--- src/design/mrrr_ram.sv ---
// Simple dual-port synchronous RAM, one write and one registered read per cycle.
// No dependencies.
module mrrr_ram #(
    parameter int DW    = 8,
    parameter int DEPTH = 64
) (
    input  logic                                       clk,
    input  logic                                       we,
    input  logic [((DEPTH > 1) ? $clog2(DEPTH) : 1)-1:0] waddr,
    input  logic [DW-1:0]                              wdata,
    input  logic [((DEPTH > 1) ? $clog2(DEPTH) : 1)-1:0] raddr,
    output logic [DW-1:0]                              rdata
);

    logic [DW-1:0] mem [DEPTH];

    always_ff @(posedge clk)
    begin
        if (we)
        begin
            mem[waddr] <= wdata;
        end
    end

    always_ff @(posedge clk)
    begin
        rdata <= mem[raddr];
    end

endmodule

--- config.mk ---
export PLATFORM = sky130hd
export DESIGN_NAME = mrrr_ram
export DESIGN_NICKNAME = d
export VERILOG_FILES = /design/src/design/mrrr_ram.sv
export SDC_FILE = /design/constraint.sdc
export NUM_CORES = 1
export LEC_CHECK = 0
export CORE_UTILIZATION = 40
export DETAILED_ROUTE_END_ITERATION = 10
export DONT_BUFFER_PORTS = 1
export GPL_TIMING_DRIVEN = 0
export PLACE_DENSITY = 0.63
export RECOVER_POWER = 50
export SLEW_MARGIN = 20
export SYNTH_ARGS = -nofsm -noshare
export SYNTH_HDL_FRONTEND = slang
export SYNTH_SLANG_ARGS = --single-unit
--- constraint.sdc ---
create_clock -name clk -period 5.5 [get_ports clk]
set_input_delay 0.55 -clock clk [delete_from_list [all_inputs] [get_ports clk]]
set_output_delay 0.55 -clock clk [all_outputs]
set_load 0.02 [all_outputs]
**Word level (Yosys, flattened, before mapping)**

Memory sizes are Yosys's and may differ from the RTL's. A register that Yosys moved wholly into a read port is not among the register bits.
Index checks and enable logic that the tools add are counted.

- Add/subtract/negate cells: 0
- Multiply operators: 0
- Div/mod/pow operators: 0
- $lt $le $gt $ge: 0
- Equal/unequal tests: 0
- Shift-type cells: 0
- Mux-type cells: 2
- Bitwise logic cells: 0
- Reductions and logical operators: 0

Operators by type and width:

| kind | number |
|---|---|
| $mux 1 | 2 |

- Register bits: 0
- Latch bits: 0
- Bits in writable memories: 512
- Memory bits (read-only): 0
- Bits of input ports: 22
- Memories: 1

Memory list:

| memory | words | width | read ports | clocked after Yosys merged registers in | write ports | RTL line | source |
|---|---|---|---|---|---|---|---|
| mem | 64 | 8 | 1 | 1 | 1 | 15 | `logic [DW-1:0] mem [DEPTH];` |

**Depth between registers and ports, before layout**

- Depth after elaboration: 2
- Mapped depth: 9
- Depth with buffers taken out: 5

**Worst setup path before layout**

Ideal clock, no wire load.

- Path kind: input port to flip-flop
- From: input raddr[1] (netlist bit)
- To: register rdata[3] (read register of mem)
- Library setup time: 0.128 ns
- Data arrival time: 2.090 ns
- Path slack: 3.282 ns
- Stages on the path: 7
- Buffers on the path: 3
- Cell sequence: buf_4 buf_2 buf_2 mux4_2 mux4_2 o21ai_1 o41ai_1

RTL lines:

| item | RTL line | source |
|---|---|---|
| from (decl) | 11 | `input logic [((DEPTH > 1) ? $clog2(DEPTH) : 1)-1:0] raddr,` |
| to (decl) | 12 | `output logic [DW-1:0] rdata` |

==> impl_metrics.csv <==
group,metric,value,unit
run_status,status,"complete, no violations",
timing,period_share,52.4,%
placement,portBuffers,0,
global_route,grt_antenna_before_repair,1,
global_route,grt_max_degree,65,
floorplanning,die_y,227,µm
placement,pre_cts_ws,2.02,ns
cells_and_area,fin_cells,1694,
logic_synthesis,syn-instance-count,940,
cells_and_area,nets,1014,
setup_path,critPathLaunch,"raddr[2]",
placement,routabilityCongestion,0.906,
clock_tree,clock-root-buffer,"clkbuf_16",
timing,relSlewSlack,28.7,%
hold_path,worstHoldPathType,"primary input to register",
clock_tree,post_cts_resized,0,
timing,worst_slack,2.62,ns
power_and_ir_drop,p_int,6450,µW
floorplanning,ioPinCount,30,
clock_tree,hold_buffers,0,
power_and_ir_drop,comb_power_share,4.4,%
floorplanning,core.rowCount,81,
power_and_ir_drop,peakVddDrop,0.219,mV
global_route,overflow,0,
clock_tree,cts_tree,"built",
logic_synthesis,synthFlopType,"edfxtp_1",
logic_synthesis,syn-cell-area,20200,µm²
power_and_ir_drop,swShare,20.4,%
routing,drt-vias-per-instance,5.76,
logic_synthesis,async_flop_share,0,%
timing,worst_clock_skew,0.0229,ns
routing,wl_per_cell,28.4,µm
power_and_ir_drop,power_frac_clock,41.3,%
setup_path,crit_chain,"buf_2 -> buf_4 -> clkbuf_1 -> buf_2 -> mux4_2 -> o21ai_0 -> nand2_1",
clock_tree,clock_sinks,520,
logic_synthesis,syn_area_per_cell,21.5,µm²
logic_synthesis,synth_edf_count,512,
timing,finalSetupTns,0,ns
clock_tree,cts_buffers,50,
clock_tree,h-tree-depth,2,
cells_and_area,nFillCells,4080,
logic_synthesis,ys_types,40,
setup_path,worstPathRequired,5.91,ns
hold_path,holdPathStages,0,
clock_tree,postCtsSetupBuffers,0,
logic_synthesis,synth_seq_cells,520,
timing,rsz0062_at_grt,"no",
logic_synthesis,synth_top_area_share,76.2,%
routing,drtIter0Drc,1216,
routing,antenna_left,0,
cells_and_area,area_delta_synth_final,12.0,%
placement,hpwl,30.3,mm
clock_tree,clk_latency,0.59,ns
setup_path,max_stage_delay,0.65,ns
power_and_ir_drop,seq_power_share,54.3,%
power_and_ir_drop,p_leak,0.00689,µW
global_route,grt_pass1_wl,69.8,mm
setup_path,crit_top_cell,"buf_2",
timing,worst_slew_pin_slew,1.07,ns
routing,vias,9755,
logic_synthesis,synth-adder-area-share,0,%
logic_synthesis,synth-simple-area-share,3.39,%
clock_tree,clock_path_buffers,3,
power_and_ir_drop,power_switching,1650,µW
logic_synthesis,synth_area_leaders,"edfxtp_1 76%, mux4_2 14%, nor2_1 1.5%",
setup_path,crit_path_end_kind,"register",
timing,fin_crit,2.88,ns
power_and_ir_drop,finalPower,8110,µW
logic_synthesis,muxShareOfSynthArea,15.9,%
setup_path,startpoint_type,"primary input",
timing,setup_viol,0,
routing,detail_route.first_pass.iterations,5,
global_route,grt_pass1_vias,9675,
timing,fmax,0.347,GHz
routing,wl,48.2,mm
setup_path,ff2ff_setup_slack,3.27,ns
setup_path,endpoint,"rdata[7]",
logic_synthesis,syn_nets,962,
logic_synthesis,synth-compound-area-share,2.07,%
floorplanning,core_area,49400,µm²
flow_run,drv_cap,0,
setup_path,reg2regPathDepth,4,
global_route,grtUsageTotal,19.4,%
clock_tree,clk_pin_slew_worst_paths,0.06,ns
logic_synthesis,synth_top_family_by_area,"multiplexers",
timing,finalHoldViolCount,0,
setup_path,r2r-start,"mem[50][7]",
timing,drv_slew,0,
cells_and_area,drive_above_1_share,23.2,%
placement,place_inst,1604,
setup_path,rr_endpoint,"rdata[7]",
setup_path,crit_fanout,10,
routing,post-route-drc-count,0,
setup_path,crit_slowest_cell,"clkbuf_1",
logic_synthesis,yosys.area_share.xor_xnor,0,%
setup_path,crit_arrival,3.29,ns
floorplanning,chipWidth,227,µm
logic_synthesis,yosysWarnings,0,
logic_synthesis,ys_seq_area_share,77.0,%
floorplanning,die_area,51300,µm²
setup_path,worstSetupPathType,"primary input to register",
logic_synthesis,yosys.area.top_type,"edfxtp_1",
floorplanning,initial_core_util,40.9,%
power_and_ir_drop,power_density,359,nW/µm²
## kinds of logic (layout without fill, tap and decap cells)
family	Yosys count	after routing
buf+inv	51	140
flops	520	520
other cells	0	1
simple gates	153	153
mux	162	162
compound gates	54	54
## worst max-delay path, delay by kind of cell
kind / cells / cell delay [ns]
multiplexers: 1 / 0.41
buffers and inverters: 4 / 1.61
AO/OA/AOI/OAI: 1 / 0.48
AND/OR/NAND/NOR: 1 / 0.21
## through the flow
stage / utilization (%) / cell area [µm²] / hold WS (ns)
final: 45.8 / 22600 / 0.0672
after global routing: 45.7 / 22600 / 0.0467
after CTS: 45.7 / 22600 / 0.0419
after detailed placement: 42.6 / 21000 / 0.656
after global placement: 42.5 / 21000 / 0.658
after floorplan: - / 20200 / 0.649
## cell usage after synthesis, drive strengths merged, types with 6 or more instances
| library cell | instances |
|---|---|
| a221oi | 6 |
| nor2 | 83 |
| edfxtp | 512 |
| o22ai | 8 |
| nand2b | 7 |
| mux2 | 13 |
| o221ai | 8 |
| nand2 | 19 |
| nor2b | 14 |
| nand3 | 13 |
| clkbuf | 17 |
| dfxtp | 8 |
| buf | 34 |
| nor3 | 7 |
| mux4 | 126 |
| mux2i | 23 |
## layout make-up
cell class | count | area [µm²] | share of cell area [%]
flip-flops and latches | 520 | 15500 | 68.8
clock buffers | 61 | 1310 | 5.82
diodes | 1 | 2.50 | 0.0111
well taps | 664 | 831 | 3.68
clock inverters | 28 | 258 | 1.14
plain buffers | 51 | 317 | 1.40
multi-input cells | 369 | 4330 | 19.2
## cell usage in the layout (no fill, tap or decap), types with 13 or more instances in the layout
cell	instances
buf_4	13
clkbuf_1	27
clkbuf_16	51
clkinv_1	13
edfxtp_1	512
mux2_2	13
mux2i_1	23
mux4_2	126
nand2_1	19
nand3_1	13
nor2_1	83
nor2b_1	14
## sequential cells by signal, summed over array words and instances (netlist names)
| register | cells |
|---|---|
| mem | 512 |
| rdata | 8 |
## metal layers
| layer | share of wire, % | wire, µm | track usage (%) |
|---|---|---|---|
| met5 | 0 | 0 | 0 |
| met4 | 2.4 | 1160 | 5.91 |
| met3 | 8.6 | 4160 | 3.58 |
| met2 | 47 | 22500 | 29.9 |
| met1 | 42 | 20300 | 28.2 |
## power groups by stage
stage               logic [µW]  registers (µW)  clock network [µW]
CTS                        355            4400                3390
finish                     357            4400                3350
global route               372            4400                3540
global placement           351            4490                   0
detailed placement         354            4490                   0
floorplan                  234            4490                   0
## worst min path at each step
stage	to	start
2_1_floorplan	mem[0][0]	wdata[0]
3_3_place_gp	mem[50][3]	wdata[3]
3_5_place_dp	mem[50][5]	wdata[5]
4_1_cts	mem[50][5]	wdata[5]
5_1_grt	mem[35][5]	wdata[5]
6_report	mem[8][6]	wdata[6]
Power figures use the tool's default switching activity.
