`config.mk`:
```
export PLATFORM = sky130hd
export DESIGN_NAME = mrrr_ctrl
export DESIGN_NICKNAME = d
export VERILOG_FILES = /design/src/design/mrrr_pkg.sv /design/src/design/mrrr_ctrl.sv
export SDC_FILE = /design/constraint.sdc
export NUM_CORES = 1
export LEC_CHECK = 0
export BUFFER_PORTS_ARGS = -buffer_cell sky130_fd_sc_hd__buf_4
export CAP_MARGIN = 20
export CORE_UTILIZATION = 35
export CTS_CLUSTER_DIAMETER = 40
export DETAILED_ROUTE_END_ITERATION = 10
export PLACE_DENSITY = 0.58
export SYNTH_ARGS = -nofsm -noshare
export SYNTH_HDL_FRONTEND = slang
export SYNTH_SLANG_ARGS = --single-unit
```
`constraint.sdc`:
```
create_clock -name clk -period 6.04 [get_ports clk]
set_input_delay 0.906 -clock clk [delete_from_list [all_inputs] [get_ports clk]]
set_output_delay 0.906 -clock clk [all_outputs]
set_load 0.03 [all_outputs]
```
`src/design/mrrr_pkg.sv`:
```
// Package for the multi-reader record ring.
// Command codes, status codes, sequencer states and the header byte layout.
// No dependencies.
package mrrr_pkg;

    // Wide enough for any header walk sum (two 16-bit header fields plus offsets)
    localparam int WW = 20;

    typedef enum logic [2:0] {
        CMD_CLEAR      = 3'd0,
        CMD_ACQUIRE    = 3'd1,
        CMD_RELEASE    = 3'd2,
        CMD_APPEND     = 3'd3,
        CMD_APPEND_BYTE = 3'd4,
        CMD_READ       = 3'd5,
        CMD_READ_BYTE  = 3'd6
    } cmd_t;

    localparam logic [1:0] ST_OK      = 2'd0;
    localparam logic [1:0] ST_EMPTY   = 2'd1;
    localparam logic [1:0] ST_TOO_BIG = 2'd2;
    localparam logic [1:0] ST_REJECT  = 2'd3;

    localparam logic [3:0] RID_NONE = 4'd8;

    typedef enum logic [4:0] {
        S_IDLE,
        S_SWEEP,
        S_EXEC,
        S_HRD,
        S_HWR,
        S_A_GOT0,
        S_A_PASS,
        S_A_WALK,
        S_A_ADD,
        S_A_SHORT,
        S_A_RD0,
        S_A_GOTZ,
        S_A_PLACE,
        S_A_PLACE2,
        S_A_UPD_RD,
        S_A_UPD_CMP,
        S_B_POS,
        S_B_GOT,
        S_RB_DATA,
        S_FIN
    } state_t;

    // byte k of a block header: length, then free bytes, both little-endian
    function automatic logic [7:0] hdr_byte(input logic [3:0] k, input logic [15:0] l,
                                            input logic [15:0] f);
        logic [7:0] b;
        case (k)
            4'd0:    b = l[7:0];
            4'd1:    b = l[15:8];
            4'd2:    b = f[7:0];
            4'd3:    b = f[15:8];
            default: b = 8'd0;
        endcase
        return b;
    endfunction

endpackage

```
`src/design/mrrr_ctrl.sv`:
```
// Command sequencer for the record ring: header walks, placement, reader updates.
// Depends on mrrr_pkg; drives the byte RAM and the reader position RAM.
module mrrr_ctrl #(
    parameter int BUF_BYTES = 4096,
    parameter int READERS   = 8,
    parameter int HDR_BYTES = 8
) (
    input  logic                                          clk,
    input  logic                                          rst_n,
    input  logic                                          start,
    output logic                                          busy,
    input  mrrr_pkg::cmd_t                                command,
    input  logic [2:0]                                    reader,
    input  logic [12:0]                                   length,
    input  logic [7:0]                                    data_byte,
    output logic                                          done,
    output logic [1:0]                                    status,
    output logic [3:0]                                    reader_id,
    output logic [12:0]                                   record_length,
    output logic [7:0]                                    out_byte,
    output logic                                          last,
    output logic                                          mem_we,
    output logic [$clog2(BUF_BYTES)-1:0]                  mem_waddr,
    output logic [7:0]                                    mem_wdata,
    output logic [$clog2(BUF_BYTES)-1:0]                  mem_raddr,
    input  logic [7:0]                                    mem_rdata,
    output logic                                          pos_we,
    output logic [((READERS > 1) ? $clog2(READERS) : 1)-1:0] pos_waddr,
    output logic [$clog2(BUF_BYTES)-1:0]                  pos_wdata,
    output logic [((READERS > 1) ? $clog2(READERS) : 1)-1:0] pos_raddr,
    input  logic [$clog2(BUF_BYTES)-1:0]                  pos_rdata
);
    import mrrr_pkg::*;

    localparam int AW    = $clog2(BUF_BYTES);
    localparam int PW    = (READERS > 1) ? $clog2(READERS) : 1;
    localparam int CW    = $clog2(HDR_BYTES + 1);
    localparam int LIMIT = BUF_BYTES / HDR_BYTES + 2;
    localparam int GW    = $clog2(LIMIT + 2);
    localparam int NACQ  = (READERS < 8) ? READERS : 8;

    localparam logic [WW-1:0] BUFW  = WW'(BUF_BYTES);
    localparam logic [WW-1:0] HDRW  = WW'(HDR_BYTES);
    localparam logic [AW:0]   BUFA  = (AW + 1)'(BUF_BYTES);
    localparam logic [15:0]   EMPTY_FREE = 16'(BUF_BYTES - HDR_BYTES);
    localparam logic [CW-1:0] HLAST = CW'(HDR_BYTES - 1);
    localparam logic [CW-1:0] HRD_END = CW'(4);
    localparam logic [PW-1:0] PLAST = PW'(READERS - 1);

    state_t state_reg, state_next, ret_reg, ret_next;
    cmd_t   cmd_reg, cmd_next;
    logic [2:0]         rd_reg, rd_next;
    logic [12:0]        len_reg, len_next;
    logic [7:0]         dat_reg, dat_next;
    logic [AW-1:0]      wp_reg, wp_next;
    logic [READERS-1:0] busy_reg, busy_next;
    logic [READERS-1:0] pvalid_reg, pvalid_next;
    logic [AW:0]        acur_reg, acur_next;
    logic [12:0]        arem_reg, arem_next;
    logic [AW:0]        rcur_reg, rcur_next;
    logic [15:0]        rrem_reg, rrem_next;
    logic [AW:0]        hbase_reg, hbase_next;
    logic [CW-1:0]      hcnt_reg, hcnt_next;
    logic               hoob_reg, hoob_next;
    logic [15:0]        hlen_reg, hlen_next;
    logic [15:0]        hfree_reg, hfree_next;
    logic [15:0]        wlen_reg, wlen_next;
    logic [15:0]        wfree_reg, wfree_next;
    logic [AW-1:0]      hp_reg, hp_next;
    logic [AW-1:0]      lastp_reg, lastp_next;
    logic [15:0]        alen_reg, alen_next;
    logic [WW-1:0]      afree_reg, afree_next;
    logic [1:0]         pass_reg, pass_next;
    logic               all_reg, all_next;
    logic [AW-1:0]      rnxt_reg, rnxt_next;
    logic [PW-1:0]      idx_reg, idx_next;
    logic [AW-1:0]      bpos_reg, bpos_next;
    logic [GW-1:0]      guard_reg, guard_next;
    logic [AW:0]        sweep_reg, sweep_next;
    logic               done_reg, done_next;
    logic [1:0]         rstat_reg, rstat_next;
    logic [3:0]         rid_reg, rid_next;
    logic [12:0]        rlen_reg, rlen_next;
    logic [7:0]         rbyte_reg, rbyte_next;
    logic               rlast_reg, rlast_next;

    logic               accept;
    logic [WW-1:0]      need_w;
    logic               acq_found;
    logic [2:0]         acq_idx;
    logic [AW-1:0]      acur_c, rcur_c;
    logic               rd_ok;
    logic [PW-1:0]      ridx;
    logic [AW-1:0]      upd_p, bpos_in;
    logic               upd_move;
    logic [AW+1:0]      hb_addr;
    logic [WW-1:0]      walk_nxt, place_np, place_rem, place_t, got_nxt, step_nxt;
    logic [AW-1:0]      place_wp;
    logic [7:0]         hbyte;

    assign accept = start && (state_reg == S_IDLE);
    assign busy   = (state_reg != S_IDLE);

    always_comb
    begin
        acq_found = 1'b0;
        acq_idx   = 3'd0;
        for (int i = 0; i < NACQ; i++)
        begin
            if (!acq_found && !busy_reg[i])
            begin
                acq_found = 1'b1;
                acq_idx   = 3'(i);
            end
        end
        need_w   = WW'(len_reg) + HDRW;
        acur_c   = (acur_reg >= BUFA) ? '0 : acur_reg[AW-1:0];
        rcur_c   = (rcur_reg >= BUFA) ? '0 : rcur_reg[AW-1:0];
        rd_ok    = (32'(rd_reg) < READERS);
        ridx     = PW'(rd_reg);
        upd_p    = pvalid_reg[idx_reg] ? pos_rdata : '0;
        bpos_in  = pvalid_reg[ridx] ? pos_rdata : '0;
        if (all_reg)
            upd_move = 1'b1;
        else if (rnxt_reg > lastp_reg)
            upd_move = (upd_p > lastp_reg) && (upd_p < rnxt_reg);
        else
            upd_move = (upd_p > lastp_reg) || (upd_p < rnxt_reg);
        hb_addr   = (AW + 2)'(hbase_reg) + (AW + 2)'(hcnt_reg);
        walk_nxt  = WW'(hp_reg) + WW'(alen_reg) + afree_reg + HDRW;
        place_np  = WW'(hp_reg) + HDRW + WW'(len_reg);
        place_wp  = (place_np >= BUFW) ? '0 : AW'(place_np);
        place_rem = afree_reg - need_w;
        place_t   = WW'(place_wp) + place_rem + HDRW;
        got_nxt   = WW'(bpos_reg) + HDRW + WW'(hlen_reg) + WW'(hfree_reg);
        step_nxt  = WW'(bpos_reg) + WW'(hfree_reg) + HDRW;
        hbyte     = hoob_reg ? 8'd0 : mem_rdata;
    end

    // next state
    always_comb
    begin
        state_next = state_reg;
        ret_next   = ret_reg;
        case (state_reg)
            S_IDLE:
            begin
                if (accept)
                    state_next = S_EXEC;
            end
            S_SWEEP:
            begin
                if (sweep_reg == BUFA - 1'b1)
                    state_next = S_IDLE;
            end
            S_EXEC:
            begin
                state_next = S_FIN;
                case (cmd_reg)
                    CMD_CLEAR:
                    begin
                        state_next = S_HWR;
                        ret_next   = S_FIN;
                    end
                    CMD_APPEND:
                    begin
                        if (need_w <= BUFW - HDRW)
                        begin
                            state_next = S_HRD;
                            ret_next   = S_A_GOT0;
                        end
                    end
                    CMD_READ:
                    begin
                        if (rd_ok)
                            state_next = S_B_POS;
                    end
                    CMD_READ_BYTE:
                    begin
                        if (rrem_reg != 16'd0)
                            state_next = S_RB_DATA;
                    end
                    default: state_next = S_FIN;
                endcase
            end
            S_HRD:
            begin
                if (hcnt_reg == HRD_END)
                    state_next = ret_reg;
            end
            S_HWR:
            begin
                if (hcnt_reg == HLAST)
                    state_next = ret_reg;
            end
            S_A_GOT0: state_next = S_A_PASS;
            S_A_PASS:
            begin
                if (pass_reg == 2'd3)
                    state_next = S_FIN;
                else if (afree_reg >= need_w)
                    state_next = S_A_PLACE;
                else
                    state_next = S_A_WALK;
            end
            S_A_WALK:
            begin
                if (afree_reg >= need_w || walk_nxt >= BUFW)
                    state_next = S_A_SHORT;
                else
                begin
                    state_next = S_HRD;
                    ret_next   = S_A_ADD;
                end
            end
            S_A_ADD: state_next = S_A_WALK;
            S_A_SHORT:
            begin
                if (afree_reg < need_w)
                begin
                    state_next = S_HWR;
                    ret_next   = S_A_RD0;
                end
                else
                    state_next = S_A_PASS;
            end
            S_A_RD0:
            begin
                state_next = S_HRD;
                ret_next   = S_A_GOTZ;
            end
            S_A_GOTZ: state_next = S_A_PASS;
            S_A_PLACE:
            begin
                state_next = S_HWR;
                ret_next   = S_A_PLACE2;
            end
            S_A_PLACE2:
            begin
                state_next = S_HWR;
                ret_next   = S_A_UPD_RD;
            end
            S_A_UPD_RD: state_next = S_A_UPD_CMP;
            S_A_UPD_CMP:
            begin
                if (idx_reg == PLAST)
                    state_next = S_FIN;
                else
                    state_next = S_A_UPD_RD;
            end
            S_B_POS:
            begin
                if (bpos_in == wp_reg)
                    state_next = S_FIN;
                else
                begin
                    state_next = S_HRD;
                    ret_next   = S_B_GOT;
                end
            end
            S_B_GOT:
            begin
                if (hlen_reg != 16'd0 || bpos_reg == wp_reg || 32'(guard_reg) > LIMIT)
                    state_next = S_FIN;
                else
                begin
                    state_next = S_HRD;
                    ret_next   = S_B_GOT;
                end
            end
            S_RB_DATA: state_next = S_FIN;
            S_FIN:     state_next = S_IDLE;
            default:   state_next = S_IDLE;
        endcase
    end

    // memory port drive
    always_comb
    begin
        mem_we    = 1'b0;
        mem_waddr = '0;
        mem_wdata = 8'd0;
        mem_raddr = '0;
        pos_we    = 1'b0;
        pos_waddr = '0;
        pos_wdata = '0;
        pos_raddr = '0;
        case (state_reg)
            S_SWEEP:
            begin
                mem_we    = 1'b1;
                mem_waddr = sweep_reg[AW-1:0];
                mem_wdata = (sweep_reg < (AW + 1)'(HDR_BYTES)) ?
                            hdr_byte(4'(sweep_reg), 16'd0, EMPTY_FREE) : 8'd0;
            end
            S_HWR:
            begin
                mem_we    = (hb_addr < (AW + 2)'(BUF_BYTES));
                mem_waddr = hb_addr[AW-1:0];
                mem_wdata = hdr_byte(4'(hcnt_reg), wlen_reg, wfree_reg);
            end
            S_HRD:
            begin
                mem_raddr = hb_addr[AW-1:0];
            end
            S_EXEC:
            begin
                case (cmd_reg)
                    CMD_ACQUIRE:
                    begin
                        pos_we    = acq_found;
                        pos_waddr = PW'(acq_idx);
                        pos_wdata = wp_reg;
                    end
                    CMD_APPEND_BYTE:
                    begin
                        mem_we    = (arem_reg != 13'd0);
                        mem_waddr = acur_c;
                        mem_wdata = dat_reg;
                    end
                    CMD_READ:      pos_raddr = ridx;
                    CMD_READ_BYTE: mem_raddr = rcur_c;
                    default:       mem_we = 1'b0;
                endcase
            end
            S_A_UPD_RD: pos_raddr = idx_reg;
            S_A_UPD_CMP:
            begin
                pos_we    = upd_move;
                pos_waddr = idx_reg;
                pos_wdata = rnxt_reg;
            end
            S_B_GOT:
            begin
                pos_we    = (hlen_reg != 16'd0);
                pos_waddr = ridx;
                pos_wdata = (got_nxt >= BUFW) ? '0 : AW'(got_nxt);
            end
            default: mem_we = 1'b0;
        endcase
    end

    // datapath
    always_comb
    begin
        cmd_next    = cmd_reg;
        rd_next     = rd_reg;
        len_next    = len_reg;
        dat_next    = dat_reg;
        wp_next     = wp_reg;
        busy_next   = busy_reg;
        pvalid_next = pvalid_reg;
        acur_next   = acur_reg;
        arem_next   = arem_reg;
        rcur_next   = rcur_reg;
        rrem_next   = rrem_reg;
        hbase_next  = hbase_reg;
        hcnt_next   = hcnt_reg;
        hoob_next   = hoob_reg;
        hlen_next   = hlen_reg;
        hfree_next  = hfree_reg;
        wlen_next   = wlen_reg;
        wfree_next  = wfree_reg;
        hp_next     = hp_reg;
        lastp_next  = lastp_reg;
        alen_next   = alen_reg;
        afree_next  = afree_reg;
        pass_next   = pass_reg;
        all_next    = all_reg;
        rnxt_next   = rnxt_reg;
        idx_next    = idx_reg;
        bpos_next   = bpos_reg;
        guard_next  = guard_reg;
        sweep_next  = sweep_reg;
        done_next   = 1'b0;
        rstat_next  = rstat_reg;
        rid_next    = rid_reg;
        rlen_next   = rlen_reg;
        rbyte_next  = rbyte_reg;
        rlast_next  = rlast_reg;
        case (state_reg)
            S_IDLE:
            begin
                if (accept)
                begin
                    cmd_next   = command;
                    rd_next    = reader;
                    len_next   = length;
                    dat_next   = data_byte;
                    rstat_next = ST_OK;
                    rid_next   = 4'd0;
                    rlen_next  = 13'd0;
                    rbyte_next = 8'd0;
                    rlast_next = 1'b0;
                end
            end
            S_SWEEP: sweep_next = sweep_reg + 1'b1;
            S_EXEC:
            begin
                case (cmd_reg)
                    CMD_CLEAR:
                    begin
                        busy_next   = '0;
                        pvalid_next = '0;
                        wp_next     = '0;
                        acur_next   = '0;
                        arem_next   = 13'd0;
                        rcur_next   = '0;
                        rrem_next   = 16'd0;
                        hbase_next  = '0;
                        wlen_next   = 16'd0;
                        wfree_next  = EMPTY_FREE;
                    end
                    CMD_ACQUIRE:
                    begin
                        if (acq_found)
                        begin
                            busy_next[PW'(acq_idx)]   = 1'b1;
                            pvalid_next[PW'(acq_idx)] = 1'b1;
                            rid_next = 4'(acq_idx);
                        end
                        else
                        begin
                            rstat_next = ST_EMPTY;
                            rid_next   = RID_NONE;
                        end
                    end
                    CMD_RELEASE:
                    begin
                        if (rd_ok)
                            busy_next[ridx] = 1'b0;
                    end
                    CMD_APPEND:
                    begin
                        if (need_w > BUFW - HDRW)
                            rstat_next = ST_REJECT;
                        else
                        begin
                            hbase_next = (AW + 1)'(wp_reg);
                            hp_next    = wp_reg;
                            lastp_next = wp_reg;
                            all_next   = 1'b0;
                        end
                    end
                    CMD_APPEND_BYTE:
                    begin
                        if (arem_reg == 13'd0)
                            rstat_next = ST_REJECT;
                        else
                        begin
                            acur_next = (AW + 1)'(acur_c) + 1'b1;
                            arem_next = arem_reg - 1'b1;
                        end
                    end
                    CMD_READ:
                    begin
                        rrem_next  = 16'd0;
                        rstat_next = ST_EMPTY;
                    end
                    CMD_READ_BYTE:
                    begin
                        if (rrem_reg == 16'd0)
                            rstat_next = ST_EMPTY;
                        else
                        begin
                            rcur_next  = (AW + 1)'(rcur_c) + 1'b1;
                            rrem_next  = rrem_reg - 1'b1;
                            rlast_next = (rrem_reg == 16'd1);
                        end
                    end
                    default: rstat_next = ST_OK;
                endcase
            end
            S_HRD:
            begin
                hoob_next = (hb_addr >= (AW + 2)'(BUF_BYTES));
                if (hcnt_reg == CW'(1))
                    hlen_next[7:0] = hbyte;
                if (hcnt_reg == CW'(2))
                    hlen_next[15:8] = hbyte;
                if (hcnt_reg == CW'(3))
                    hfree_next[7:0] = hbyte;
                if (hcnt_reg == HRD_END)
                begin
                    hfree_next[15:8] = hbyte;
                    hcnt_next = '0;
                end
                else
                    hcnt_next = hcnt_reg + 1'b1;
            end
            S_HWR:
            begin
                if (hcnt_reg == HLAST)
                    hcnt_next = '0;
                else
                    hcnt_next = hcnt_reg + 1'b1;
            end
            S_A_GOT0:
            begin
                alen_next  = hlen_reg;
                afree_next = WW'(hfree_reg);
                pass_next  = 2'd0;
            end
            S_A_PASS:
            begin
                if (pass_reg == 2'd3)
                    rstat_next = ST_REJECT;
            end
            S_A_WALK:
            begin
                if (afree_reg < need_w)
                begin
                    if (walk_nxt == WW'(lastp_reg))
                        all_next = 1'b1;
                    hbase_next = (AW + 1)'(walk_nxt);
                end
            end
            S_A_ADD: afree_next = afree_reg + WW'(hlen_reg) + WW'(hfree_reg) + HDRW;
            S_A_SHORT:
            begin
                pass_next  = pass_reg + 1'b1;
                hbase_next = (AW + 1)'(hp_reg);
                wlen_next  = alen_reg;
                wfree_next = afree_reg[15:0];
            end
            S_A_RD0: hbase_next = '0;
            S_A_GOTZ:
            begin
                hp_next    = '0;
                afree_next = WW'(hfree_reg) + WW'(hlen_reg);
                alen_next  = 16'd0;
            end
            S_A_PLACE:
            begin
                hbase_next = (AW + 1)'(hp_reg);
                wlen_next  = 16'(len_reg);
                wfree_next = 16'd0;
                acur_next  = (AW + 1)'(WW'(hp_reg) + HDRW);
                arem_next  = len_reg;
            end
            S_A_PLACE2:
            begin
                hbase_next = (AW + 1)'(place_np);
                wlen_next  = 16'd0;
                wfree_next = place_rem[15:0];
                wp_next    = place_wp;
                rnxt_next  = (place_t >= BUFW) ? '0 : AW'(place_t);
                idx_next   = '0;
            end
            S_A_UPD_CMP:
            begin
                if (upd_move)
                    pvalid_next[idx_reg] = 1'b1;
                idx_next = idx_reg + 1'b1;
            end
            S_B_POS:
            begin
                bpos_next  = bpos_in;
                hbase_next = (AW + 1)'(bpos_in);
                guard_next = '0;
            end
            S_B_GOT:
            begin
                if (hlen_reg != 16'd0)
                begin
                    pvalid_next[ridx] = 1'b1;
                    rlen_next = hlen_reg[12:0];
                    if (hlen_reg > 16'(len_reg))
                        rstat_next = ST_TOO_BIG;
                    else
                    begin
                        rstat_next = ST_OK;
                        rcur_next  = (AW + 1)'(WW'(bpos_reg) + HDRW);
                        rrem_next  = hlen_reg;
                    end
                end
                else if (!(bpos_reg == wp_reg || 32'(guard_reg) > LIMIT))
                begin
                    bpos_next  = (step_nxt >= BUFW) ? '0 : AW'(step_nxt);
                    hbase_next = (step_nxt >= BUFW) ? '0 : (AW + 1)'(step_nxt);
                    guard_next = guard_reg + 1'b1;
                end
            end
            S_RB_DATA: rbyte_next = mem_rdata;
            S_FIN:     done_next = 1'b1;
            default:   done_next = 1'b0;
        endcase
    end

    always_ff @(posedge clk or negedge rst_n)
    begin
        if (!rst_n)
        begin
            state_reg  <= S_SWEEP;
            ret_reg    <= S_IDLE;
            wp_reg     <= '0;
            busy_reg   <= '0;
            pvalid_reg <= '0;
            acur_reg   <= '0;
            arem_reg   <= 13'd0;
            rcur_reg   <= '0;
            rrem_reg   <= 16'd0;
            hcnt_reg   <= '0;
            sweep_reg  <= '0;
            done_reg   <= 1'b0;
        end
        else
        begin
            state_reg  <= state_next;
            ret_reg    <= ret_next;
            wp_reg     <= wp_next;
            busy_reg   <= busy_next;
            pvalid_reg <= pvalid_next;
            acur_reg   <= acur_next;
            arem_reg   <= arem_next;
            rcur_reg   <= rcur_next;
            rrem_reg   <= rrem_next;
            hcnt_reg   <= hcnt_next;
            sweep_reg  <= sweep_next;
            done_reg   <= done_next;
        end
    end

    always_ff @(posedge clk)
    begin
        cmd_reg   <= cmd_next;
        rd_reg    <= rd_next;
        len_reg   <= len_next;
        dat_reg   <= dat_next;
        hbase_reg <= hbase_next;
        hoob_reg  <= hoob_next;
        hlen_reg  <= hlen_next;
        hfree_reg <= hfree_next;
        wlen_reg  <= wlen_next;
        wfree_reg <= wfree_next;
        hp_reg    <= hp_next;
        lastp_reg <= lastp_next;
        alen_reg  <= alen_next;
        afree_reg <= afree_next;
        pass_reg  <= pass_next;
        all_reg   <= all_next;
        rnxt_reg  <= rnxt_next;
        idx_reg   <= idx_next;
        bpos_reg  <= bpos_next;
        guard_reg <= guard_next;
        rstat_reg <= rstat_next;
        rid_reg   <= rid_next;
        rlen_reg  <= rlen_next;
        rbyte_reg <= rbyte_next;
        rlast_reg <= rlast_next;
    end

    assign done          = done_reg;
    assign status        = rstat_reg;
    assign reader_id     = rid_reg;
    assign record_length = rlen_reg;
    assign out_byte      = rbyte_reg;
    assign last          = rlast_reg;

endmodule

```
# == Yosys cells after proc, flatten, opt, wreduce, memory -nomap -nowiden ==
# Index checks and enable logic that the tools add are counted.
# totals
inputBits,50
wordCells,421
ff_bits,344
out_inout_bits,82
# op_classes
muxes,157
n_eq_ne,77
reduce_logical,88
addsub,28
n_lt_le_gt_ge,25
bitwise_logic,7
# ops
cell,n
case mux 13 bit (2 select lines),8
two-way mux 12 bit,15
two-way mux 13 bit,12
case mux 16 bit (4 select lines),2
case mux 12 bit (2 select lines),4
case mux 16 bit (2 select lines),3
case mux 13 bit (7 select lines),1
case mux 5 bit (17 select lines),1
adder 20 x 16 -> 20 bit,4
greater-or-equal comparator 20 x 13 -> 1 bit (second input constant),4
two-way mux 16 bit,5
case mux 12 bit (3 select lines),2
case mux 8 bit (3 select lines),3
two-way mux 5 bit,14
two-way mux 8 bit,8
adder 20 x 4 -> 20 bit (second input constant),3
case mux 20 bit (3 select lines),1
case mux 8 bit (2 select lines),3
!= test 2 bit (second input constant),21
equality test 5 x 4 -> 1 bit (second input constant),8
case mux 5 bit (8 select lines),1
adder 12 x 16 -> 17 bit,2
bitwise OR 8 bit,4
case mux 8 bit (4 select lines),1
96 further kinds,252

# == Depth between registers and ports, before layout ==
# Gate-level depths: netlist of run 1.
# logic_depth
word_depth,29
depth_mapped,26
ltp_nobuf,25

# == Least setup slack after synthesis of run 1 ==
# Ideal clock, no wire load.
# synth_timing
path_kind,reg2reg
from,register len_reg[0]
to,register rnxt_reg[0] (data pin)
slack_ps,441
arrival_ps,5319
period_less_slack_ps,5599
setup_ps,280
stages_incl_launch_ff,27
n_path_buf,1
t_required_ps,5760
path_cell_list,edfxtp_1 -> ha_1 -> inv_1 -> fa_1 -> nor2b_1 -> o21ai_0 -> a21boi_0 -> o211ai_1 -> a21boi_0 -> o31ai_1 -> or2_2 -> nand3_1 -> clkbuf_1 -> nor2_1 -> ha_1 -> ha_1 -> inv_1 -> fa_1 -> nand2b_1 -> a21oi_1 -> nor4_1 -> a2111oi_0 -> nor2_1 -> nand2_1 -> nor3_1 -> o2111ai_1 -> a21boi_0
# synth_between
elab_chain_cells,6
word_cells_on_any_way,8
cone_classes,5 x add/sub; 2 x order compare; 1 x mux
# synth_lines
item,line,rtl
from (decl),mrrr_ctrl.sv:53,"logic [12:0] len_reg, len_next;"
from (signal assigned),mrrr_ctrl.sv:628,len_reg <= len_next;
adder 20 x 13 -> 20 bit,mrrr_ctrl.sv:131,place_np = WW'(hp_reg) + HDRW + WW'(len_reg);
greater-or-equal comparator 20 x 13 -> 1 bit,mrrr_ctrl.sv:132,place_wp = (place_np >= BUFW) ? '0 : AW'(place_np);
two-way mux 12 bit,mrrr_ctrl.sv:132,
adder 12 x 20 -> 20 bit *,mrrr_ctrl.sv:134,place_t = WW'(place_wp) + place_rem + HDRW;
adder 20 x 4 -> 20 bit *,mrrr_ctrl.sv:134,
greater-or-equal comparator 20 x 13 -> 1 bit,mrrr_ctrl.sv:547,rnxt_next = (place_t >= BUFW) ? '0 : AW'(place_t);
to (signal assigned),mrrr_ctrl.sv:642,rnxt_reg <= rnxt_next;
to (decl),mrrr_ctrl.sv:75,"logic [AW-1:0] rnxt_reg, rnxt_next;"
# Mark *: on every way between the ends. The rest lies on a longest branch, timed or not.
# A chain may end at the register's enable or synchronous reset.

# == Final worst setup path of run 1 ==
# layout_timing
from,register bpos_reg[7]
to,output pos_wdata[2]
# layout_between
elab_chain_cells,6
# layout_lines
item,line,rtl
from (decl),mrrr_ctrl.sv:77,"logic [AW-1:0] bpos_reg, bpos_next;"
from (signal assigned),mrrr_ctrl.sv:644,bpos_reg <= bpos_next;
adder 12 x 4 -> 13 bit,mrrr_ctrl.sv:135,got_nxt = WW'(bpos_reg) + HDRW + WW'(hlen_reg) + WW'(hfree_reg);
adder 20 x 16 -> 20 bit (2 in series),mrrr_ctrl.sv:135,
greater-or-equal comparator 20 x 13 -> 1 bit,mrrr_ctrl.sv:337,pos_wdata = (got_nxt >= BUFW) ? '0 : AW'(got_nxt);
two-way mux 12 bit,mrrr_ctrl.sv:337,
case mux 12 bit (3 select lines),mrrr_ctrl.sv:288,case (state_reg)
to (decl),mrrr_ctrl.sv:29,"output logic [$clog2(BUF_BYTES)-1:0] pos_wdata,"
# Every way passes these cells.

==> out/metrics.cfg, run 1 <==
[clocking]
cts.htree.levels = 3
clock_path_buffers = 3
clk_latency_ns = 0.62
root_buffer = clkbuf_16
clk_pin_slew_worst_paths_ns = 0.05
ctsHoldBuffers = 0
clkSinkCount = 344
cts_setup_buffers = 0
cts_buffers = 75
cts_tree = built

[placed_design]
place.gp.congestion = 0.998
place_hpwl_mm = 81.7
dpl-instance-area_sq_um = 29300
port_buffers = 131

[global_route]
grt_first_pass_wirelength_mm = 152
grt_pass1_vias = 23300
grt_max_degree = 62
grt_usage_pct = 26.3
grt_overflow = 0
antenna_found_initial = 3

[worst_setup_path]
crit_type = flip-flop to output pin
startpoint = bpos_reg[7]
cp-end-kind = output pin
crit_path_max_fanout = 12
worst_ep_required_time_ns = 5.13
critPathLaunchType = flip-flop
crit_arrival_ns = 4.75
reg2reg_from = len_reg[1]

[routing]
drc_errors = 0
vias = 24500
wl_per_cell_um = 24.9
finalWirelength_mm = 104
drt_iter0_drc = 2734
vias_per_cell = 5.84
antenna_left = 0
drt_first_pass_iters = 8

[flow_run]
cap_violations = 0

[synthesis]
ys.flop_type = edfxtp_1
syn_area_sq_um = 26900
synth_edf_count = 233
syn_avg_cell_area_sq_um = 9.18
syn_nets = 3280
ys_seq_area_share_pct = 36.3
ys_ff_latch = 344
yosys_warnings = 0
syn_inst = 2933
synth.distinct_cells = 84
async_flop_share_pct = 32.3

[timing]
fmax_mhz = 177
finClkSkew_ns = 0.0283
drv_slew = 0
fin_crit_ns = 5.65
setup_tns_ns = 0
hold_viol_final = 0
relSlewSlack_pct = 25.1
setup_viol = 0
worstMarginPinSlew_ns = 1.11
fin_crit_sh_pct = 93.6
grt_setup_unrepaired = false

[layout]
largest_reg_flops = 20
nets = 3444
drive_gt1_share_pct = 12.4
stdcell_area_sq_um = 32100
final_common_cell = nand2_1
synthToLayoutAreaGrowth_pct = 19.1
final_cell_mix = 253 x nand2_1, 252 x nor2_1, 245 x ha_1, 233 x edfxtp_1, 208 x o21ai_0

[status]
status = finished clean

[power_and_ir_drop]
total_power_mw = 13.7
power.leakage_nw = 13.6
power.density_nw_per_um2 = 426
peakVddDrop_mv = 0.207

[floorplan]
ios = 132
die_x_um = 279
core_sq_um = 76100
start_util_pct = 35.4
die_h_um = 279
dieArea_sq_um = 78000
num_rows = 101

[hold_path]
hp-class = primary input to async pin

-- final cells by class --
type,count,area [sq um]
well taps,1030,1290
clock buffers,82,1940
diodes,1,2.50
repair buffers,206,1540
multi-input cells,2305,16200
clock inverters,56,673
fillers,7517,44000
inverters,165,619
flip-flops and latches,344,9780
-- through the flow --
stage	utilization [%]	hold WS [ns]	std cells	setup slack (ns)
3_3_place_gp	38.6	0.473	4047	0.176
2_1_floorplan	-	0.423	2933	0.441
4_1_cts	42.0	0.425	4185	0.0169
5_1_grt	42.2	0.440	4189	0.0320
3_5_place_dp	38.6	0.489	4047	0.00575
6_report	42.2	0.406	4189	0.386
-- report_power, final --
part / internal (mW) / total (mW) / switching [mW] / leakage (nW)
logic: 2.10 / 5.90 / 3.80 / 8.75
registers: 3.02 / 3.52 / 0.503 / 3.58
clock network: 2.73 / 4.26 / 1.53 / 1.24
-- worst max-delay path, stage by stage, from the launching register on --
cell,delay (ns)
edfxtp_1,0.48
and3_1,0.26
and3_1,0.19
and3_1,0.20
xnor2_1,0.37
fa_1,0.49
inv_1,0.07
ha_1,0.28
and3_1,0.17
a21oi_1,0.10
o21ai_0,0.15
o41ai_1,0.46
mux2i_1,0.14
nor3_1,0.18
buf_4,0.22
a21o_1,0.20
buf_4,0.18
-- routing by layer --
layer / GRT usage [%] / share of wire [%] / vias up
li1: - / - / 11200
met1: 36.4 / 43 / 11900
met2: 40.5 / 44 / 1195
met3: 5.70 / 9.1 / 207
met4: 9.04 / 3.5 / 4
met5: 0 / 0.029 / -
-- logic make-up (layout without fill, tap and decap cells) --
logic type / after synthesis / after routing / share of synthesized area, %
mux: 20 / 20 / 0.934
flops: 344 / 344 / 36.3
compound gates: 827 / 827 / 20.3
fa+ha+maj: 297 / 297 / 15.3
buf+inv: 284 / 509 / 4.01
other cells: 0 / 1 / 0
xor+xnor: 173 / 173 / 5.63
simple gates: 988 / 988 / 17.6
-- path summary, 6_finish.rpt --
path | endpoint | slack (ns) | depth (start not counted)
setup / recovery | pos_wdata[2] | 0.39 | 16
max in group asynchronous | arem_reg[10] | 4.38 | 2
min in group clk | rd_reg[2] | 0.46 | 1
hold reg to reg | rcur_reg[8] | 0.50 | 1
hold / removal | busy_reg[3] | 0.41 | 1
setup reg to reg | rnxt_reg[4] | 0.46 | 21
-- what timing repair did --
| item | in CTS | in global routing |
|---|---|---|
| endpoints found under the setup margin | 2 | 12 |
| pin swaps | 0 | 0 |
| gates resized for setup | 1 | 17 |
-- cells in the mapped netlist (all sizes together) (16+ instances only) --
cell | count | area [sq um]
nand3 | 77 | 385
ha | 245 | 3070
inv | 164 | 616
o211ai | 18 | 135
a211oi | 26 | 195
a21o | 63 | 473
a31oi | 30 | 188
nand2b | 24 | 150
nor2b | 69 | 432
a211o | 16 | 140
nand2 | 254 | 953
clkbuf | 102 | 383
and2 | 23 | 144
nand4 | 32 | 200
o21ai | 213 | 1070
nor4 | 34 | 213
or3 | 19 | 119
o21bai | 16 | 120
dfrtp | 110 | 2750
nor2 | 253 | 950
a21oi | 183 | 916
o21a | 25 | 188
a22oi | 52 | 390
nor3 | 110 | 551
and3 | 57 | 357
a22o | 39 | 342
buf | 17 | 76.3
edfxtp | 233 | 7000
xnor2 | 97 | 850
xor2 | 76 | 666
fa | 52 | 1040
No activity file was read; power rests on OpenSTA's default activity.
==> run 2, diff against run 1 <==
--- a/config.mk
+++ b/config.mk
@@ -5,7 +5,7 @@
 export SDC_FILE = /design/constraint.sdc
 export NUM_CORES = 1
 export LEC_CHECK = 0
-export BUFFER_PORTS_ARGS = -buffer_cell sky130_fd_sc_hd__buf_4
+export BUFFER_PORTS_ARGS = -buffer_cell sky130_fd_sc_hd__buf_2
 export CAP_MARGIN = 20
 export CORE_UTILIZATION = 35
 export CTS_CLUSTER_DIAMETER = 40
==> out/metrics.cfg, run 2 (synthesized netlist as in run 1, its figures left out) <==
[status]
status = finished clean

[placed_design]
place.gp.congestion = 0.985  ; -1.4%
dpl-instance-area_sq_um = 29000  ; -1.2%
place_hpwl_mm = 81.1  ; -0.70%
place_ws_ns = -0.182  ; -0.188 ns
port_buffers = 131  ; unchanged

[layout]
final_common_cell = nand2_1
final_util_pct = 41.6  ; -0.61 points
n_fill_cell = 7570  ; +0.71%
nets = 3441  ; -0.087%
drive_gt1_share_pct = 12.1  ; -0.30 points
largest_reg_flops = 20  ; unchanged
synthToLayoutAreaGrowth_pct = 17.4
stdcell_area_sq_um = 31600  ; -1.4%
final_cell_mix = 253 x nand2_1, 252 x nor2_1, 245 x ha_1, 233 x edfxtp_1, 208 x o21ai_0

[routing]
vias = 24600  ; +0.37%
vias_per_cell = 5.87  ; +0.42%
drt_iter0_drc = 2704  ; -1.1%
wl_per_cell_um = 24.8  ; -0.38%
drt_first_pass_iters = 9  ; +1
finalWirelength_mm = 104  ; -0.42%
drc_errors = 0  ; unchanged
antenna_left = 0  ; unchanged

[clocking]
clkSinkCount = 344  ; unchanged
clock_path_buffers = 3  ; unchanged
cts.htree.levels = 3  ; unchanged
cts_tree = built
cts_buffers = 74  ; -1.3%
root_buffer = clkbuf_16
ctsHoldBuffers = 0  ; unchanged
clk_latency_ns = 0.61  ; about the same
clk_pin_slew_worst_paths_ns = 0.05  ; about the same

[global_route]
grt_overflow = 0  ; unchanged
grt_max_degree = 59  ; -4.8%
antenna_found_initial = 9  ; +6
grt_pass1_vias = 23200  ; -0.43%
grt_usage_pct = 26.2  ; -0.15 points
grt_first_pass_wirelength_mm = 152  ; about the same

[floorplan]
core_sq_um = 76100  ; unchanged
dieArea_sq_um = 78000  ; unchanged
die_x_um = 279  ; unchanged
die_h_um = 279  ; unchanged
ios = 132  ; unchanged
num_rows = 101  ; unchanged
start_util_pct = 35.4  ; unchanged

[power_and_ir_drop]
power.leakage_nw = 13.5  ; -0.88%
peakVddDrop_mv = 0.236  ; +14%
power.density_nw_per_um2 = 425  ; -0.34%

[timing]
hold_viol_final = 0  ; unchanged
relSlewSlack_pct = 20.3  ; -4.8 points
hold_ws_ns = 0.370  ; -0.0362 ns
finClkSkew_ns = 0.0304  ; +0.00209 ns
setup_viol = 0  ; unchanged
setup_tns_ns = 0  ; unchanged
setup_slack_ns = 0.294  ; -0.0924 ns
fmax_mhz = 174  ; -1.6%
fin_crit_ns = 5.75  ; +0.0924 ns
drv_slew = 0  ; unchanged
fin_crit_sh_pct = 95.1  ; +1.5 points
worstMarginPinSlew_ns = 1.18  ; +0.0750 ns

[worst_setup_path]
crit_type = flip-flop to output pin
crit_path_max_fanout = 12  ; unchanged
cp-end-kind = output pin
worst_ep_required_time_ns = 5.13  ; about the same
critPathLaunchType = flip-flop
crit_arrival_ns = 4.84  ; +0.09 ns

[flow_run]
cap_violations = 0  ; unchanged

[hold_path]
hp-class = primary input to async pin

[run 2: cell types whose count changed in the layout (fill, tap and decap cells not counted), moves of 3 or more]
| cell | before | now |
|---|---|---|
| buf_2 | 1 | 131 |
| buf_4 | 205 | 73 |
| clkbuf_1 | 4 | 7 |
| clkinv_1 | 3 | 6 |
| clkinv_8 | 4 | 1 |
| diode_2 | 1 | 4 |
[run 2: what timing repair did]
action / CTS / global route
buffers inserted: 0 / 0
pin swaps: 0 / 3
resized for setup: 5 / 15
setup endpoints to repair: 12 / 12
[run 2: per-layer routing]
metal	share of wire [%]	vias up	global-route usage, %	wire length (um)
li1	-	11200	-	-
met1	43	11900	36.3	44800
met2	43	1211	39.4	44400
met3	9.3	249	5.06	9610
met4	4.7	8	11.7	4850
met5	0.047	-	0	49
[run 2: final cells by class]
| cell class | count | area (sq um) | share of cell area (%) |
|---|---|---|---|
| Multi-Input combinational cell | 2305 | 16200 | 51.3 |
| Clock inverter | 50 | 538 | 1.70 |
| Inverter | 165 | 619 | 1.96 |
| Clock buffer | 85 | 1970 | 6.22 |
| Tap cell | 1030 | 1290 | 4.08 |
| Timing Repair Buffer | 204 | 1200 | 3.81 |
| Sequential cell | 344 | 9780 | 30.9 |
| Antenna cell | 4 | 10.0 | 0.0317 |
[run 2: final timing paths]
| path | startpoint | to | slack [ns] | cells past startpoint |
|---|---|---|---|---|
| max in group asynchronous | rst_n | arem_reg[12] | 4.35 | 2 |
| min in group clk | command[2] | cmd_reg[2] | 0.48 | 1 |
| max | bpos_reg[7] | pos_wdata[0] | 0.29 | 16 |
| min | rst_n | busy_reg[3] | 0.37 | 1 |
| max reg2reg | len_reg[1] | rnxt_reg[4] | 0.34 | 21 |
| min reg2reg | rcur_reg[8] | rcur_reg[8] | 0.48 | 1 |
[run 2: critical path, stage by stage (launching register included)]
cell and delay [ns]:
edfxtp_1 0.50, and3_1 0.27, and3_1 0.20, and3_1 0.20
xnor2_1 0.34, fa_1 0.51, inv_1 0.07, ha_1 0.28
and3_1 0.17, a21oi_1 0.10, o21ai_0 0.14, o41ai_1 0.48
mux2i_1 0.15, nor3_1 0.18, buf_4 0.22, a21o_1 0.21
buf_2 0.22
[run 2: report_power, final]
part	switching, mW	leakage, nW	internal, mW
clock network	1.45	1.20	2.66
logic	3.79	8.68	2.00
registers	0.510	3.58	3.02
[run 2: through the flow]
stage | total power [mW] | cells
final | 13.4 | 4187
after global routing | 14.1 | 4185
after CTS | 13.3 | 4182
after detailed placement | 9.11 | 4047
after global placement | 9.13 | 4047
after floorplan | 7.28 | 2933
